## src/hdl/tmrb_pkg.sv

```systemverilog
// Shared types, codes and constants of the timer bank.
package tmrb_pkg;

    // Bank geometry and base tick
    localparam int TIMER_SLOTS  = 16;
    localparam int IDX_W        = $clog2(TIMER_SLOTS);
    localparam int BASE_TICK_MS = 10;

    // Field widths
    localparam int OP_W     = 2;
    localparam int SLOT_W   = 4;
    localparam int PERIOD_W = 20;
    localparam int MODE_W   = 2;
    localparam int STATUS_W = 2;
    localparam int COUNT_W  = 17;

    // Reset value of the maximum period register
    localparam logic [PERIOD_W-1:0] MAX_PERIOD_RST = PERIOD_W'(1000000);

    // Reciprocal for period / BASE_TICK_MS: exact for any 20-bit period
    localparam int RECIP_SHIFT = 23;
    localparam int RECIP_W     = 20;
    localparam logic [RECIP_W-1:0] RECIP =
        RECIP_W'((2 ** RECIP_SHIFT + BASE_TICK_MS - 1) / BASE_TICK_MS);
    localparam int PROD_W = PERIOD_W + RECIP_W;

    // Operation codes on the input
    localparam logic [OP_W-1:0] OP_TICK   = 2'd0;
    localparam logic [OP_W-1:0] OP_CREATE = 2'd1;
    localparam logic [OP_W-1:0] OP_DELETE = 2'd2;
    localparam logic [OP_W-1:0] OP_RESET  = 2'd3;

    // Status codes
    localparam logic [STATUS_W-1:0] ST_OK       = 2'd0;
    localparam logic [STATUS_W-1:0] ST_RANGE    = 2'd1;
    localparam logic [STATUS_W-1:0] ST_BAD_SLOT = 2'd2;
    localparam logic [STATUS_W-1:0] ST_FULL     = 2'd3;

    // Result kinds
    localparam logic KIND_STATUS = 1'b0;
    localparam logic KIND_FIRED  = 1'b1;

    // Mode bits
    localparam int MODE_ONCE_BIT     = 0;
    localparam int MODE_PERIODIC_BIT = 1;

    typedef struct packed {
        logic [OP_W-1:0]     op;
        logic [SLOT_W-1:0]   slot;
        logic [PERIOD_W-1:0] period_ms;
        logic [MODE_W-1:0]   mode;
    } in_beat_t;

    typedef struct packed {
        logic                kind;
        logic [STATUS_W-1:0] status;
        logic [SLOT_W-1:0]   slot_out;
        logic                last;
    } out_beat_t;

    // Classified command as the front hands it to the back
    typedef enum logic [2:0] {
        CMD_TICK,
        CMD_CREATE,
        CMD_BAD_PERIOD,
        CMD_DELETE,
        CMD_RESET
    } cmd_t;

    typedef struct packed {
        cmd_t               cmd;
        logic [SLOT_W-1:0]  slot;
        logic [MODE_W-1:0]  mode;
        logic [COUNT_W-1:0] count;
    } cmd_entry_t;

    typedef enum logic [1:0] {
        BK_IDLE,
        BK_WALK,
        BK_LAST
    } bk_state_t;

endpackage

```

## src/hdl/tmrb_front.sv

```systemverilog
// Front end: accepts input beats, checks the period, converts it to ticks.
module tmrb_front (
    input  logic                           clk,
    input  logic                           rst_n,
    input  logic                           in_valid,
    output logic                           in_stall,
    input  tmrb_pkg::in_beat_t             in_data,
    input  logic                           cfg_valid,
    output logic                           cfg_ready,
    input  logic [tmrb_pkg::PERIOD_W-1:0]  cfg_data,
    output logic                           push,
    output tmrb_pkg::cmd_entry_t           push_data,
    input  logic                           q_full
);
    import tmrb_pkg::*;

    logic [PERIOD_W-1:0] max_period_reg;
    logic [PERIOD_W-1:0] max_period_next;
    logic [PROD_W-1:0]   prod;
    logic                period_bad;

    // Take a config beat at any time
    assign cfg_ready = 1'b1;

    always_comb
    begin
        max_period_next = max_period_reg;
        if (cfg_valid && cfg_ready)
        begin
            max_period_next = cfg_data;
        end
    end

    always_ff @(posedge clk or negedge rst_n)
    begin
        if (!rst_n)
        begin
            max_period_reg <= MAX_PERIOD_RST;
        end
        else
        begin
            max_period_reg <= max_period_next;
        end
    end

    // Stall while the queue has no room
    assign in_stall = q_full;
    assign push     = in_valid && !q_full;

    // Divide by the base tick; the quotient of a 20-bit period fits the count
    assign prod       = PROD_W'(in_data.period_ms) * PROD_W'(RECIP);
    assign period_bad = (in_data.period_ms < PERIOD_W'(BASE_TICK_MS))
                     || (in_data.period_ms > max_period_reg);

    // Classify the beat
    always_comb
    begin
        push_data.slot  = in_data.slot;
        push_data.mode  = in_data.mode;
        push_data.count = prod[RECIP_SHIFT +: COUNT_W];
        case (in_data.op)
            OP_TICK:   push_data.cmd = CMD_TICK;
            OP_CREATE: push_data.cmd = period_bad ? CMD_BAD_PERIOD : CMD_CREATE;
            OP_DELETE: push_data.cmd = CMD_DELETE;
            OP_RESET:  push_data.cmd = CMD_RESET;
            default:   push_data.cmd = CMD_TICK;
        endcase
    end

endmodule

```

## src/hdl/tmrb_queue.sv

```systemverilog
// Two-entry command queue between front and back.
module tmrb_queue (
    input  logic                  clk,
    input  logic                  rst_n,
    input  logic                  push,
    input  tmrb_pkg::cmd_entry_t  push_data,
    output logic                  full,
    input  logic                  pop,
    output logic                  head_valid,
    output tmrb_pkg::cmd_entry_t  head
);
    import tmrb_pkg::*;

    cmd_entry_t  mem_reg [2];
    logic        wr_ptr_reg;
    logic        wr_ptr_next;
    logic        rd_ptr_reg;
    logic        rd_ptr_next;
    logic [1:0]  cnt_reg;
    logic [1:0]  cnt_next;

    assign full       = (cnt_reg == 2'd2);
    assign head_valid = (cnt_reg != 2'd0);
    assign head       = mem_reg[rd_ptr_reg];

    // Advance pointers and occupancy
    always_comb
    begin
        wr_ptr_next = wr_ptr_reg ^ push;
        rd_ptr_next = rd_ptr_reg ^ pop;
        cnt_next    = cnt_reg + 2'(push) - 2'(pop);
    end

    always_ff @(posedge clk or negedge rst_n)
    begin
        if (!rst_n)
        begin
            wr_ptr_reg <= 1'b0;
            rd_ptr_reg <= 1'b0;
            cnt_reg    <= 2'd0;
        end
        else
        begin
            wr_ptr_reg <= wr_ptr_next;
            rd_ptr_reg <= rd_ptr_next;
            cnt_reg    <= cnt_next;
        end
    end

    // Store the pushed entry
    always_ff @(posedge clk)
    begin
        if (push)
        begin
            mem_reg[wr_ptr_reg] <= push_data;
        end
    end

    a_no_overflow: assert property (@(posedge clk) disable iff (!rst_n)
        push |-> (!full || pop))
        else $error("queue push while full");

    a_no_underflow: assert property (@(posedge clk) disable iff (!rst_n)
        pop |-> head_valid)
        else $error("queue pop while empty");

    a_cnt_range: assert property (@(posedge clk) disable iff (!rst_n)
        cnt_reg != 2'd3)
        else $error("queue occupancy out of range");

endmodule

```

## src/hdl/tmrb_back.sv

```systemverilog
// Back end: slot state, command execution, tick walk and result register.
module tmrb_back (
    input  logic                  clk,
    input  logic                  rst_n,
    input  logic                  head_valid,
    input  tmrb_pkg::cmd_entry_t  head,
    output logic                  pop,
    output logic                  out_valid,
    input  logic                  out_stall,
    output tmrb_pkg::out_beat_t   out_data
);
    import tmrb_pkg::*;

    bk_state_t                state_reg;
    bk_state_t                state_next;
    logic [IDX_W-1:0]         idx_reg;
    logic [IDX_W-1:0]         idx_next;
    logic                     pend_valid_reg;
    logic                     pend_valid_next;
    logic [IDX_W-1:0]         pend_slot_reg;
    logic [IDX_W-1:0]         pend_slot_next;
    logic                     out_valid_reg;
    logic                     out_valid_next;
    out_beat_t                out_data_reg;
    out_beat_t                out_data_next;

    logic [TIMER_SLOTS-1:0]   slot_used_reg;
    logic [TIMER_SLOTS-1:0]   slot_stopped_reg;
    logic [COUNT_W-1:0]       tick_count_reg   [TIMER_SLOTS];
    logic [COUNT_W-1:0]       reload_count_reg [TIMER_SLOTS];
    logic [MODE_W-1:0]        slot_mode_reg    [TIMER_SLOTS];

    logic                     out_free;
    logic                     free_any;
    logic [IDX_W-1:0]         free_idx;
    logic [IDX_W-1:0]         addr;
    logic                     rd_used;
    logic                     rd_stopped;
    logic [COUNT_W-1:0]       rd_cnt;
    logic [COUNT_W-1:0]       rd_rel;
    logic [MODE_W-1:0]        rd_mode;
    logic                     slot_range_bad;
    logic                     active;
    logic                     fire;
    logic                     new_stopped;
    logic                     step_en;
    logic                     idx_last;

    logic                     wr_en;
    logic                     wr_used;
    logic                     wr_stopped;
    logic [COUNT_W-1:0]       wr_cnt;
    logic [COUNT_W-1:0]       wr_rel;
    logic [MODE_W-1:0]        wr_mode;

    assign out_valid = out_valid_reg;
    assign out_data  = out_data_reg;
    assign out_free  = !out_valid_reg || !out_stall;

    // Find the lowest free slot
    always_comb
    begin
        free_any = 1'b0;
        free_idx = '0;
        for (int i = TIMER_SLOTS - 1; i >= 0; i--)
        begin
            if (!slot_used_reg[i])
            begin
                free_any = 1'b1;
                free_idx = IDX_W'(i);
            end
        end
    end

    // Select the one slot touched this cycle
    always_comb
    begin
        if (state_reg == BK_WALK)
        begin
            addr = idx_reg;
        end
        else if (head.cmd == CMD_CREATE)
        begin
            addr = free_idx;
        end
        else
        begin
            addr = IDX_W'(head.slot);
        end
    end

    assign rd_used        = slot_used_reg[addr];
    assign rd_stopped     = slot_stopped_reg[addr];
    assign rd_cnt         = tick_count_reg[addr];
    assign rd_rel         = reload_count_reg[addr];
    assign rd_mode        = slot_mode_reg[addr];
    assign slot_range_bad = (int'(head.slot) >= TIMER_SLOTS);

    // Evaluate the walked slot
    assign active      = rd_used && !rd_stopped && (rd_cnt != '0);
    assign fire        = active && (rd_cnt == COUNT_W'(1));
    assign new_stopped = rd_stopped || (fire && rd_mode[MODE_ONCE_BIT]);
    assign step_en     = !(fire && pend_valid_reg && !out_free);
    assign idx_last    = (idx_reg == IDX_W'(TIMER_SLOTS - 1));

    // Next state
    always_comb
    begin
        state_next = state_reg;
        case (state_reg)
            BK_IDLE:
            begin
                if (head_valid && (head.cmd == CMD_TICK))
                begin
                    state_next = BK_WALK;
                end
            end
            BK_WALK:
            begin
                if (step_en && idx_last)
                begin
                    state_next = BK_LAST;
                end
            end
            BK_LAST:
            begin
                if (!pend_valid_reg || out_free)
                begin
                    state_next = BK_IDLE;
                end
            end
            default:
            begin
                state_next = BK_IDLE;
            end
        endcase
    end

    // Datapath, slot writes and results
    always_comb
    begin
        pop             = 1'b0;
        idx_next        = idx_reg;
        pend_valid_next = pend_valid_reg;
        pend_slot_next  = pend_slot_reg;
        out_valid_next  = out_valid_reg && out_stall;
        out_data_next   = out_data_reg;
        wr_en           = 1'b0;
        wr_used         = rd_used;
        wr_stopped      = rd_stopped;
        wr_cnt          = rd_cnt;
        wr_rel          = rd_rel;
        wr_mode         = rd_mode;
        case (state_reg)
            BK_IDLE:
            begin
                if (head_valid && (head.cmd == CMD_TICK))
                begin
                    pop = 1'b1;
                end
                else if (head_valid && out_free)
                begin
                    pop                    = 1'b1;
                    out_valid_next         = 1'b1;
                    out_data_next.kind     = KIND_STATUS;
                    out_data_next.status   = ST_OK;
                    out_data_next.slot_out = '0;
                    out_data_next.last     = 1'b1;
                    case (head.cmd)
                        CMD_BAD_PERIOD:
                        begin
                            out_data_next.status = ST_RANGE;
                        end
                        CMD_CREATE:
                        begin
                            if (free_any)
                            begin
                                wr_en                  = 1'b1;
                                wr_used                = 1'b1;
                                wr_stopped             = 1'b0;
                                wr_mode                = head.mode;
                                wr_cnt                 = head.count;
                                wr_rel                 = head.count;
                                out_data_next.slot_out = SLOT_W'(free_idx);
                            end
                            else
                            begin
                                out_data_next.status = ST_FULL;
                            end
                        end
                        CMD_DELETE:
                        begin
                            if (slot_range_bad || !rd_used)
                            begin
                                out_data_next.status = ST_BAD_SLOT;
                            end
                            else
                            begin
                                wr_en      = 1'b1;
                                wr_stopped = 1'b1;
                            end
                        end
                        CMD_RESET:
                        begin
                            if (slot_range_bad || !rd_used)
                            begin
                                out_data_next.status = ST_BAD_SLOT;
                            end
                            else
                            begin
                                wr_en  = 1'b1;
                                wr_cnt = rd_rel;
                            end
                        end
                        default:
                        begin
                            out_data_next.status = ST_OK;
                        end
                    endcase
                end
            end
            BK_WALK:
            begin
                if (step_en)
                begin
                    wr_en      = 1'b1;
                    wr_stopped = new_stopped;
                    if (active)
                    begin
                        wr_cnt = rd_cnt - COUNT_W'(1);
                    end
                    if (fire && rd_mode[MODE_PERIODIC_BIT])
                    begin
                        wr_cnt = rd_rel;
                    end
                    // Free a stopped slot at the end of its tick
                    if (rd_used && new_stopped)
                    begin
                        wr_used    = 1'b0;
                        wr_stopped = 1'b0;
                        wr_cnt     = '0;
                        wr_rel     = '0;
                        wr_mode    = '0;
                    end
                    // Hold the newest event until the next one shows it is not last
                    if (fire)
                    begin
                        if (pend_valid_reg)
                        begin
                            out_valid_next         = 1'b1;
                            out_data_next.kind     = KIND_FIRED;
                            out_data_next.status   = ST_OK;
                            out_data_next.slot_out = SLOT_W'(pend_slot_reg);
                            out_data_next.last     = 1'b0;
                        end
                        pend_valid_next = 1'b1;
                        pend_slot_next  = idx_reg;
                    end
                    idx_next = idx_last ? '0 : idx_reg + IDX_W'(1);
                end
            end
            BK_LAST:
            begin
                if (pend_valid_reg && out_free)
                begin
                    out_valid_next         = 1'b1;
                    out_data_next.kind     = KIND_FIRED;
                    out_data_next.status   = ST_OK;
                    out_data_next.slot_out = SLOT_W'(pend_slot_reg);
                    out_data_next.last     = 1'b1;
                    pend_valid_next        = 1'b0;
                end
            end
            default:
            begin
                pend_valid_next = 1'b0;
            end
        endcase
    end

    // Control registers
    always_ff @(posedge clk or negedge rst_n)
    begin
        if (!rst_n)
        begin
            state_reg        <= BK_IDLE;
            idx_reg          <= '0;
            pend_valid_reg   <= 1'b0;
            out_valid_reg    <= 1'b0;
            slot_used_reg    <= '0;
            slot_stopped_reg <= '0;
        end
        else
        begin
            state_reg      <= state_next;
            idx_reg        <= idx_next;
            pend_valid_reg <= pend_valid_next;
            out_valid_reg  <= out_valid_next;
            if (wr_en)
            begin
                slot_used_reg[addr]    <= wr_used;
                slot_stopped_reg[addr] <= wr_stopped;
            end
        end
    end

    // Payload registers; counts of a free slot are never read before create
    always_ff @(posedge clk)
    begin
        pend_slot_reg <= pend_slot_next;
        out_data_reg  <= out_data_next;
        if (wr_en)
        begin
            tick_count_reg[addr]   <= wr_cnt;
            reload_count_reg[addr] <= wr_rel;
            slot_mode_reg[addr]    <= wr_mode;
        end
    end

    a_stopped_is_used: assert property (@(posedge clk) disable iff (!rst_n)
        (slot_stopped_reg & ~slot_used_reg) == '0)
        else $error("stopped slot not in use");

    a_idle_no_pending: assert property (@(posedge clk) disable iff (!rst_n)
        (state_reg == BK_IDLE) |-> (!pend_valid_reg && (idx_reg == '0)))
        else $error("walk state left over in idle");

    a_status_is_last: assert property (@(posedge clk) disable iff (!rst_n)
        (out_valid_reg && (out_data_reg.kind == KIND_STATUS)) |-> out_data_reg.last)
        else $error("command status not marked last");

    a_last_drains: assert property (@(posedge clk) disable iff (!rst_n)
        ((state_reg == BK_LAST) && !pend_valid_reg) |=> (state_reg == BK_IDLE))
        else $error("walk end did not return to idle");

endmodule

```

## src/hdl/timer_bank_one_shot_periodic_core.sv

```systemverilog
// Top level of the timer bank: front end, command queue and back end.
//
//  channel   direction  handshake          beat
//  in        input      in_valid/in_stall   in_beat_t  (op, slot, period_ms, mode)
//  out       output     out_valid/out_stall out_beat_t (kind, status, slot_out, last)
//  cfg       input      cfg_valid/cfg_ready max_period, 20 bits
//
// Create, delete and reset: the accepted command is registered in the queue, executes when it
// reaches the head while the back end is idle and the output is free, and its status beat is registered.
// A tick holds the back end while it pops the command, walks the slots one by one and
// flushes the last event, and it waits while the output is stalled with an event still waiting.
// The queue holds two commands, so the front accepts beats during a walk.
// Reset clears all slots to free; the max period register resets to 1000000.
module timer_bank_one_shot_periodic_core (
    input  logic                           clk,
    input  logic                           rst_n,
    input  logic                           in_valid,
    output logic                           in_stall,
    input  tmrb_pkg::in_beat_t             in_data,
    output logic                           out_valid,
    input  logic                           out_stall,
    output tmrb_pkg::out_beat_t            out_data,
    input  logic                           cfg_valid,
    output logic                           cfg_ready,
    input  logic [tmrb_pkg::PERIOD_W-1:0]  cfg_data
);
    import tmrb_pkg::*;

    logic        push;
    cmd_entry_t  push_data;
    logic        q_full;
    logic        pop;
    logic        head_valid;
    cmd_entry_t  head;

    tmrb_front u_front (
        .clk       (clk),
        .rst_n     (rst_n),
        .in_valid  (in_valid),
        .in_stall  (in_stall),
        .in_data   (in_data),
        .cfg_valid (cfg_valid),
        .cfg_ready (cfg_ready),
        .cfg_data  (cfg_data),
        .push      (push),
        .push_data (push_data),
        .q_full    (q_full)
    );

    tmrb_queue u_queue (
        .clk        (clk),
        .rst_n      (rst_n),
        .push       (push),
        .push_data  (push_data),
        .full       (q_full),
        .pop        (pop),
        .head_valid (head_valid),
        .head       (head)
    );

    tmrb_back u_back (
        .clk        (clk),
        .rst_n      (rst_n),
        .head_valid (head_valid),
        .head       (head),
        .pop        (pop),
        .out_valid  (out_valid),
        .out_stall  (out_stall),
        .out_data   (out_data)
    );

endmodule
```

## config.mk

```make
export PLATFORM = sky130hd
export DESIGN_NAME = timer_bank_one_shot_periodic_core
export DESIGN_NICKNAME = d
export VERILOG_FILES = /design/src/hdl/tmrb_pkg.sv /design/src/hdl/tmrb_front.sv /design/src/hdl/tmrb_queue.sv /design/src/hdl/tmrb_back.sv /design/src/hdl/timer_bank_one_shot_periodic_core.sv
export SDC_FILE = /design/constraint.sdc
export NUM_CORES = 1
export LEC_CHECK = 0
export BUFFER_PORTS_ARGS = -buffer_cell sky130_fd_sc_hd__clkbuf_2
export CAP_MARGIN = 40
export CORE_MARGIN = 1.5
export CORE_UTILIZATION = 40
export DETAILED_ROUTE_END_ITERATION = 8
export GPL_TIMING_DRIVEN = 1
export HOLD_SLACK_MARGIN = 0.1
export PLACE_DENSITY = 0.59
export SLEW_MARGIN = 15
export SYNTH_ARGS = -nofsm -noshare
export SYNTH_HDL_FRONTEND = slang
export SYNTH_SLANG_ARGS = --single-unit
```

## constraint.sdc

```tcl
create_clock -name clk -period 10.9 [get_ports clk]
set_clock_uncertainty 0.2 [all_clocks]
set_input_delay 0 -clock clk [delete_from_list [all_inputs] [get_ports clk]]
set_output_delay 0 -clock clk [all_outputs]
set_load 0.01 [all_outputs]
```

==> impl_metrics.toml <==
[floorplan]
initial_core_util = 0.404
num_io_pins = 64
die_x_microns = 310
die_h_microns = 310
core_sq_um = 93500
die_area_sq_um = 96300
rows = 112

[critical_path]
crit_fanout = 137
cp.required_ps = 11210
r2r_start = "u_back.state_reg[1]"
critPathKind = "reg2reg"
cp.arrival_ps = 8140
crit_path_end_kind = "flip-flop"
startpoint_type = "flip-flop"
cp-startpoint = "u_back.state_reg[1]"

[route]
drt_first_pass_iters = 7
drtAntennaViolNets = 0
via_per_inst = 5.49
wl_microns = 103000
route.detailed.drc = 0
vias = 25600
avgRoutedWirePerCell_microns = 22.2
drt_iter0_markers = 2542

[global_routing]
antenna_found_initial = 0
grt_pass1_wl_microns = 157000
grt_overflow = 0
grt_max_degree = 138
grt_pass1_vias = 25200
grt_use_total = 0.216

[timing]
maxSlewHeadroom = 0.369
hold_ws_ps = 136
period_minus_slack_ps = 7830
rsz0062_at_grt = "false"
hold_viol = 0
setup_viol = 0
fin_crit_sh = 0.719
clock.fmax_mhz = 128
setup_tns_ps = 0
slew_viol_final = 0
worst_pin_slew_ps = 939

[synthesis]
synth_enable_flop_cells = 640
async_reset_ff_frac = 0.0909
synth_top_area_share = 0.509
synth_cell_types = 87
syn_area_sq_um = 37800
yosys.area.top_type = "edfxtp_1"
ys_seq_area_frac = 0.552
synthFlopType = "edfxtp_1"
syn_inst = 3153
synthTopCellsByArea = "edfxtp_1 51%, ha_1 8.0%, fa_1 7.4%"
postSynthAreaPerCell_sq_um = 12.0
yosys_warnings = 0
synth.ff_latch_count = 704
synth_nets = 3587

[clocking]
cts_tree = "built"
cts-root-buf = "clkbuf_16"
h-tree-depth = 3
path_clk_slew_ps = 60
cts_buffers = 74
insertion_delay_ps = 630
cts.sinks = 704
ctsResizeCount = 0
cts.path.max_buffers = 3

[placement]
numPortBuffers = 62
hpwl_microns = 65700
gp_congestion = 0.917

[final_layout]
drive_above_1_share = 0.101
nets = 3774
n_antenna_cell = 0
synthToLayoutAreaGrowth_pct = 14.6

[worst_hold_path]
min_from = "in_data[27]"
hold_class = "in2reg"

[outcome]
outcome = "complete, no violations"

[flow_run]
max-cap-violations = 0
==> kinds of logic after synthesis <==
logic type | count (synthesis) | share of synthesized area
buf+inv | 438 | 0.0480
other cells | 1 | 0.0000993
simple gates | 1086 | 0.130
flops | 704 | 0.552
xor+xnor | 24 | 0.00557
mux | 128 | 0.0374
fa+ha+maj | 381 | 0.154
compound gates | 391 | 0.0736
==> metal layers <==
metal / up-vias / global-route usage / routed length, microns
li1: 11600 / - / -
met1: 12800 / 0.307 / 45600
met2: 881 / 0.342 / 47800
met3: 189 / 0.0315 / 6880
met4: 0 / 0.0689 / 2960
met5: - / 0 / 0
==> synthesized netlist by cell type, types with 6 or more instances <==
cell and n:
xnor2_1 19, a21o_1 11, nor4_1 13, a31oi_1 23, buf_2 46, dfrtp_1 57, o21a_1 14, mux2_1 20
nor2_1 84, o32ai_1 9, clkbuf_1 73, inv_1 289, o21ai_0 86, buf_4 16, dfstp_2 7, a22oi_1 7
ha_1 242, a311oi_1 63, o211ai_1 15, nor2b_1 8, a211o_1 7, mux2i_1 78, a21boi_0 8, buf_6 7
nand3_1 199, mux4_2 6, o22ai_1 6, or3_1 6, a311o_1 6, mux2_2 23, buf_1 7, o31ai_1 13
nor3_2 9, fa_1 139, a21oi_1 60, and3_1 70, nand4_1 17, nand2_1 615, a32oi_1 8, nand2b_1 19
nor3_1 16, edfxtp_1 640
==> cell usage in the layout (no fill, tap or decap), drive strengths merged, types with 19 or more instances in the layout <==
cell type,instances
edfxtp,640
nand2,615
inv,294
ha,242
nand3,199
clkbuf,153
fa,139
dlygate4sd3,101
buf,98
o21ai,90
nor2,84
mux2i,79
and3,70
a311oi,64
a21oi,61
dfrtp,57
mux2,43
clkinv,28
nor3,25
a31oi,24
nand2b,20
xnor2,19
==> per-stage QoR <==
stage	instance area [sq um]	setup slack (ps)	cells	utilization
global placement	39700	3110	4399	0.425
finish	43300	3070	4653	0.463
floorplan	37800	2430	3153	-
CTS	43300	3260	4652	0.463
global route	43300	2690	4653	0.463
detailed placement	39900	3310	4416	0.427
==> cell type report <==
type | instances | area, sq um
Multi-Input combinational cell | 2011 | 15300
Clock buffer | 92 | 1930
Tap cell | 1254 | 1570
Timing Repair Buffer | 260 | 2160
Sequential cell | 704 | 20800
Clock inverter | 43 | 454
Inverter | 289 | 1080
Fill cell | 8458 | 50200
==> final timing paths <==
check                                                  end  slack, ps  depth (start not counted)
min in group asynchronous       u_front.max_period_reg[15]        240                          4
worst max register to register     u_back.slot_used_reg[1]       3070                         23
worst max-delay path               u_back.slot_used_reg[1]       3070                         23
worst min register to register  u_back.slot_stopped_reg[1]        290                          1
max in group asynchronous          u_back.slot_used_reg[4]       9670                          5
worst min-delay path                u_queue.mem_reg[0][23]        140                          4
==> worst max-delay path, cell delays in order (launching register included) <==
cell	delay, ps
dfrtp_1	410
inv_1	80
ha_1	180
buf_4	260
inv_1	500
nor2_1	110
nor3_1	440
o211a_4	700
buf_12	610
nand2_1	110
and3_1	180
a311oi_1	320
o31ai_1	200
buf_4	200
ha_1	260
inv_1	100
nand2_1	120
nor3_2	210
nand4_1	630
a21oi_4	640
buf_16	230
nor3_4	130
buf_4	380
mux2_1	380
==> timing repair <==
item,4_1_cts,5_1_grt
endpoints found under the hold margin,134,0
setup buffers,0,0
hold buffers,101,0
Power is left out: the tool's default activity adds up to more than one toggle a clock period on the data nets, which glitch-free logic cannot reach.
